## config.mk

```make
export PLATFORM = sky130hd
export DESIGN_NAME = svc_axis
export DESIGN_NICKNAME = d
export VERILOG_FILES = /design/src/rtl/core/svc_axis.sv
export SDC_FILE = /design/constraint.sdc
export NUM_CORES = 1
export LEC_CHECK = 0
export ABC_AREA = 0
export BUFFER_PORTS_ARGS = -buffer_cell sky130_fd_sc_hd__buf_2
export CORE_MARGIN = 2
export CORE_UTILIZATION = 70
export CTS_BUF_LIST = sky130_fd_sc_hd__clkbuf_2
export DETAILED_ROUTE_END_ITERATION = 16
export PLACE_DENSITY = 0.9
export SYNTH_ARGS = -nofsm -noshare
export SYNTH_HDL_FRONTEND = slang
export SYNTH_SLANG_ARGS = --single-unit
```

## constraint.sdc

```tcl
create_clock -name i_clk -period 18 [get_ports i_clk]
set_input_delay 0.9 -clock i_clk [delete_from_list [all_inputs] [get_ports i_clk]]
set_output_delay 0.9 -clock i_clk [all_outputs]
set_load 0.005 [all_outputs]
```

## src/rtl/core/svc_axis.sv

```systemverilog
// ----------------------------------------------------------------------------
// svc_axis
// One axis of the classifier: squared distances of the low and high
// coordinates from the centre, and the bounding cube miss flag, registered.
// ----------------------------------------------------------------------------
`timescale 1ns / 1ps
`default_nettype none

module svc_axis #(
    parameter int COORD_WIDTH = 16
) (
    input  wire logic                          i_clk,
    input  wire logic                          i_en,
    input  wire logic signed [COORD_WIDTH-1:0] i_lo,
    input  wire logic signed [COORD_WIDTH-1:0] i_hi,
    input  wire logic signed [COORD_WIDTH-1:0] i_center,
    input  wire logic [COORD_WIDTH-2:0]        i_radius,
    output logic [2*COORD_WIDTH+1:0]           o_lo_sq,
    output logic [2*COORD_WIDTH+1:0]           o_hi_sq,
    output logic                               o_miss
);

    localparam int DW   = COORD_WIDTH + 1;
    localparam int SQ_W = 2 * COORD_WIDTH + 2;

    logic signed [DW-1:0] w_c;
    logic signed [DW-1:0] w_r;
    logic signed [DW-1:0] w_dlo;
    logic signed [DW-1:0] w_dhi;
    logic [DW-1:0]        w_mlo;
    logic [DW-1:0]        w_mhi;
    logic                 w_miss;

    logic [SQ_W-1:0] r_lo_sq;
    logic [SQ_W-1:0] r_hi_sq;
    logic            r_miss;

    assign w_c   = DW'(i_center);
    assign w_r   = $signed(DW'(i_radius));
    assign w_dlo = DW'(i_lo) - w_c;
    assign w_dhi = DW'(i_hi) - w_c;
    assign w_mlo = w_dlo[DW-1] ? DW'(-w_dlo) : DW'(w_dlo);
    assign w_mhi = w_dhi[DW-1] ? DW'(-w_dhi) : DW'(w_dhi);
    assign w_miss = ((w_c + w_r) < DW'(i_lo)) || ((w_c - w_r) > DW'(i_hi));

    always_ff @(posedge i_clk) begin
        if (i_en) begin
            r_lo_sq <= SQ_W'(w_mlo) * SQ_W'(w_mlo);
            r_hi_sq <= SQ_W'(w_mhi) * SQ_W'(w_mhi);
            r_miss  <= w_miss;
        end
    end

    assign o_lo_sq = r_lo_sq;
    assign o_hi_sq = r_hi_sq;
    assign o_miss  = r_miss;

endmodule

`default_nettype wire

```

==> results.sh, run 1 <==
export IMPL_max_freq_mhz=93.63
export IMPL_initial_core_util=0.7094
export IMPL_drtIter0Drc=1378
export IMPL_cts_root_buf="clkbuf_2"
export IMPL_cp_end_kind="flop"
export IMPL_first_global_vias=18950
export IMPL_crit_path_max_fanout=13
export IMPL_synthFlopType="edfxtp_1"
export IMPL_final_common_cell="inv_1"
export IMPL_ys_async_sr_fraction=0
export IMPL_rsz0062_at_grt="false"
export IMPL_dpl_cell_count=3028
export IMPL_grt_usage=0.3369
export IMPL_setup_worst_path_start="i_center[0]"
export IMPL_grt_start_max_net_pins=68
export IMPL_synth_edf_count=67
export IMPL_drt_first_pass_iters=6
export IMPL_fp_dieW_um=182.6
export IMPL_antenna_found_initial=6
export IMPL_drv_slew=0
export IMPL_postCtsHoldBufs=0
export IMPL_ios=134
export IMPL_clockBufferDepth=2
export IMPL_post_route_period_util=0.5934
export IMPL_die_h_um=182.6
export IMPL_gp_congestion=0.9862
export IMPL_endpoint="o_lo_sq[33]"
export IMPL_fin_tns_setup_ns=0
export IMPL_rows=65
export IMPL_cts_tree="built"
export IMPL_post_cts_setup_buffers=0
export IMPL_viasPerCell=5.787
export IMPL_wl_per_cell_um=17.39
export IMPL_tightest_slew_ns=1.185
export IMPL_cts_made_buffers=9
export IMPL_setup_viol=0
export IMPL_drv_cap=0
export IMPL_drc_errors=0
export IMPL_finalNetCount=3394
export IMPL_ys_ff_latch=67
export IMPL_slowest_delay_ns=0.78
export IMPL_ys_warn_count=0
export IMPL_worstSetupPathType="in -> reg"
export IMPL_ctsResizeCount=0
export IMPL_port_buffers=131
export IMPL_maxSlewHeadroom=0.2042
export IMPL_totalWireLength_um=53030
export IMPL_area_growth_pct=5.452
export IMPL_required_ns=18.51
export IMPL_syn_area_sq_mm=0.02233
export IMPL_grt_pass1_wl_um=88780
export IMPL_hold_viol=0
export IMPL_die_area_sq_mm=0.03334
export IMPL_critPathSlowestCell="xor2_1"
export IMPL_cts_clk_slew_worst_paths_ns=0.24
export IMPL_hold_class="in -> reg"
export IMPL_ant_nets=0
export IMPL_final_cell_mix="inv_1 (653), fa_1 (388), ha_1 (304), nor2_1 (200), nand2_1 (188)"
export IMPL_fill_cells=2175
export IMPL_cts_htree_levels=3
export IMPL_layout_drive_gt1_share=0.06964
export IMPL_overflow=0
export IMPL_fin_crit_ns=10.68
export IMPL_syn_area_per_cell_sq_um=8.910
export IMPL_core_area_sq_mm=0.03147
export IMPL_instances_no_fill=3049
export IMPL_startpoint_type="input pin"
export IMPL_synth_seq_area_share=0.09010
export IMPL_vias=17640
export IMPL_cp_common_cell="fa_1"
export IMPL_ys_types=74
export IMPL_synthesis_instances=2506
export IMPL_dp_hpwl_um=45730
export IMPL_crit_arrival_ns=11.19
export IMPL_status="finished, final reports clean"
export IMPL_clock_sinks=67
==> per-layer routing <==
layer,GRT usage,part of all wire,up-vias
li1,-,-,8037
met1,0.4378,0.40,8508
met2,0.5570,0.47,915
met3,0.05847,0.086,182
met4,0.1523,0.043,2
met5,0,0.00025,-
==> worst min-delay path by stage <==
stage	endpoint	startpoint	slack, ns	depth (start not counted)
finish	o_lo_sq[2]	i_lo[1]	0.80	3
global route	o_lo_sq[2]	i_lo[1]	0.80	3
CTS	o_lo_sq[2]	i_lo[1]	0.74	3
detailed placement	o_lo_sq[2]	o_lo_sq[2]	1.29	1
global placement	o_hi_sq[25]	o_hi_sq[25]	1.29	1
floorplan	o_hi_sq[0]	i_en	1.01	0
==> state kept, by name (all words and copies together) (netlist names) <==
name,flops
o_hi_sq,33
o_miss,1
o_lo_sq,33
==> synth_stat cells, types with 9 or more instances <==
| cell type | number | area [sq um] |
|---|---|---|
| inv_1 | 653 | 2451 |
| fa_1 | 388 | 7767 |
| ha_1 | 304 | 3804 |
| nor2_1 | 200 | 750.7 |
| nand2_1 | 188 | 705.7 |
| xnor2_1 | 104 | 910.9 |
| a21oi_1 | 102 | 510.5 |
| edfxtp_1 | 67 | 2012 |
| o21ai_0 | 52 | 260.3 |
| xor2_1 | 44 | 385.4 |
| clkbuf_1 | 30 | 112.6 |
| a21o_1 | 29 | 217.7 |
| nand3_1 | 28 | 140.1 |
| nor2b_1 | 27 | 168.9 |
| o21a_1 | 26 | 195.2 |
| nor3_1 | 24 | 120.1 |
| and3_1 | 21 | 131.4 |
| nand2b_1 | 21 | 131.4 |
| o21bai_1 | 18 | 135.1 |
| a31oi_1 | 12 | 75.07 |
| o31ai_1 | 10 | 75.07 |
| and2_1 | 9 | 56.30 |
==> critical path, delay by kind of cell <==
kind | cells | cell delay [ns]
AO/OA/AOI/OAI | 13 | 3.47
XOR/XNOR | 2 | 0.87
adder cells (fa/ha/maj) | 9 | 3.79
buffers and inverters | 6 | 0.91
AND/OR/NAND/NOR | 5 | 1.26
==> logic make-up after synthesis <==
kind of cell / Yosys count / share of synthesized area
other: 2 / 0.0003363
flip-flops: 67 / 0.09010
multiplexers: 5 / 0.002353
adder cells (fa/ha/maj): 692 / 0.5182
XOR/XNOR: 154 / 0.06293
AND/OR/NAND/NOR: 562 / 0.1142
AO/OA/AOI/OAI: 320 / 0.09279
buffers and inverters: 704 / 0.1191
==> stage by stage <==
| step | hold slack (ns) | cell area (sq um) | utilization | setup WS [ns] |
|---|---|---|---|---|
| after floorplan | 1.013 | 22420 | - | 8.662 |
| after global placement | 1.291 | 23440 | 0.7449 | 7.148 |
| final | 0.7982 | 23550 | 0.7481 | 7.320 |
| after global routing | 0.7978 | 23540 | 0.7480 | 6.799 |
| after CTS | 0.7424 | 23530 | 0.7477 | 7.626 |
| after detailed placement | 1.291 | 23440 | 0.7449 | 6.840 |
==> cell type report <==
type                            instances  area, sq um  area share
Sequential cell                        67         2012     0.08545
Multi-Input combinational cell       1760        17750      0.7539
Clock buffer                            9        45.04    0.001913
Inverter                              665         2496      0.1060
Timing Repair Buffer                  134        680.7     0.02891
Antenna cell                            5        12.51   0.0005314
Tap cell                              402        503.0     0.02136
Clock inverter                          7        45.04    0.001913
Power of run 1 is not shown: default switching activity piles up to over one toggle a cycle in this logic, so the estimate is an artifact.
==> inputs of run 2 (changes only) <==
Settings changed: CORE_UTILIZATION 70 to 65, PLACE_DENSITY 0.9 to 0.84.
Clock period 18 ns to 9.9 ns, I/O delays scaled along.
==> run 2 against run 1 <==
- critical endpoint is now o_hi_sq[32]
- first-iteration DRC count fell by 25%
- routed wire length down 2.8%
- non-clock buffer count up 50
- cell count is 3.1% higher
- count of clock-buffer cells in the layout unchanged
- hold slack got worse by 0.42 ns
- critical path depth increased by 2
- die area rose by 7.5%
- highest routed layer unchanged
==> results.sh, run 2 (same netlist as run 1, synthesis figures left out) <==
export IMPL_post_cts_setup_buffers=0
export IMPL_crit_path_max_fanout=9
export IMPL_wl_per_cell_um=16.40
export IMPL_finalNetCount=3444
export IMPL_rows=67
export IMPL_cp_common_cell="fa_1"
export IMPL_drtIter0Drc=1027
export IMPL_die_area_sq_mm=0.03585
export IMPL_max_freq_mhz=106.3
export IMPL_cts_tree="built"
export IMPL_dpl_cell_count=3124
export IMPL_path_buf_inv=7
export IMPL_initial_core_util=0.6626
export IMPL_instances_no_fill=3145
export IMPL_overflow=0
export IMPL_ant_nets=0
export IMPL_placed_area_sq_mm=0.02388
export IMPL_port_buffers=131
export IMPL_clockBufferDepth=2
export IMPL_worstSetupPathType="in -> reg"
export IMPL_drv_slew=0
export IMPL_cpLargestDelayFamily="adder cells"
export IMPL_cts_made_buffers=9
export IMPL_vias=17310
export IMPL_cts_clk_slew_worst_paths_ns=0.24
export IMPL_drv_cap=0
export IMPL_rsz0062_at_grt="false"
export IMPL_cts_root_buf="clkbuf_2"
export IMPL_layout_drive_gt1_share=0.08730
export IMPL_first_global_vias=18420
export IMPL_final_common_cell="inv_1"
export IMPL_postCtsHoldBufs=0
export IMPL_design_area_sq_mm=0.02402
export IMPL_totalWireLength_um=51570
export IMPL_slowest_delay_ns=0.56
export IMPL_dp_hpwl_um=45250
export IMPL_core_area_sq_mm=0.03370
export IMPL_antenna_found_initial=6
export IMPL_clock_sinks=67
export IMPL_drt_first_pass_iters=5
export IMPL_fp_dieW_um=189.3
export IMPL_crit_arrival_ns=9.93
export IMPL_drc_errors=0
export IMPL_critPathSlowestCell="fa_1"
export IMPL_grt_start_max_net_pins=68
export IMPL_grt_pass1_wl_um=86880
export IMPL_gp_congestion=0.9942
export IMPL_startpoint_type="input pin"
export IMPL_grt_usage=0.3057
export IMPL_cts_htree_levels=3
export IMPL_hold_class="in -> reg"
export IMPL_final_cell_mix="inv_1 (653), fa_1 (388), ha_1 (304), nor2_1 (200), nand2_1 (188)"
export IMPL_fin_util=0.7128
export IMPL_required_ns=10.42
export IMPL_setup_viol=0
export IMPL_die_h_um=189.3
export IMPL_fin_crit_ns=9.411
export IMPL_cp_end_kind="flop"
export IMPL_ctsResizeCount=0
export IMPL_maxSlewHeadroom=0.3799
export IMPL_ios=134
export IMPL_area_growth_pct=7.582
export IMPL_status="finished, final reports clean"
export IMPL_post_route_period_util=0.9506
export IMPL_tightest_slew_ns=0.9302
export IMPL_viasPerCell=5.504
export IMPL_hold_viol=0
export IMPL_holdWs_ns=0.3813
==> run 2: cell count changes in the layout (fill, tap and decap cells not counted), sizes merged <==
cell and delta:
buf +50, clkinv -5, inv +4, bufinv +1
==> run 2: path summary, 6_finish.rpt <==
kind | cells after the start | slack (ns) | endpoint | startpoint
max | 37 | 0.49 | o_hi_sq[32] | i_hi[0]
min | 3 | 0.38 | o_lo_sq[2] | i_lo[1]
==> run 2: per-stage QoR <==
stage | TNS (ns) | setup WS, ns
floorplan | 0 | 0.9665
global placement | 0 | 0.1193
detailed placement | -0.2446 | -0.1446
CTS | 0 | 0.6787
global route | 0 | 0.1310
finish | 0 | 0.4892
==> run 2: layout make-up <==
class                   count  area (sq um)
fillers                  2613          9678
diodes                      5         12.51
inverters                 665          2496
clock buffers               9         45.04
multi-input cells        1760         17760
repair buffers            184          1056
clock inverters             7         80.08
well taps                 448         560.5
flip-flops and latches     67          2012
==> run 2: routing by layer <==
metal  global-route usage  wire, um  up-vias  part of all wire
li1                     -         -     8141                 -
met1               0.4205     22340     8496              0.43
met2               0.4975     24360      576              0.47
met3              0.04504      3409       92             0.066
met4               0.1094      1428        4             0.028
met5                    0        31        -           0.00060
Power of run 2 is left out for the same reason.
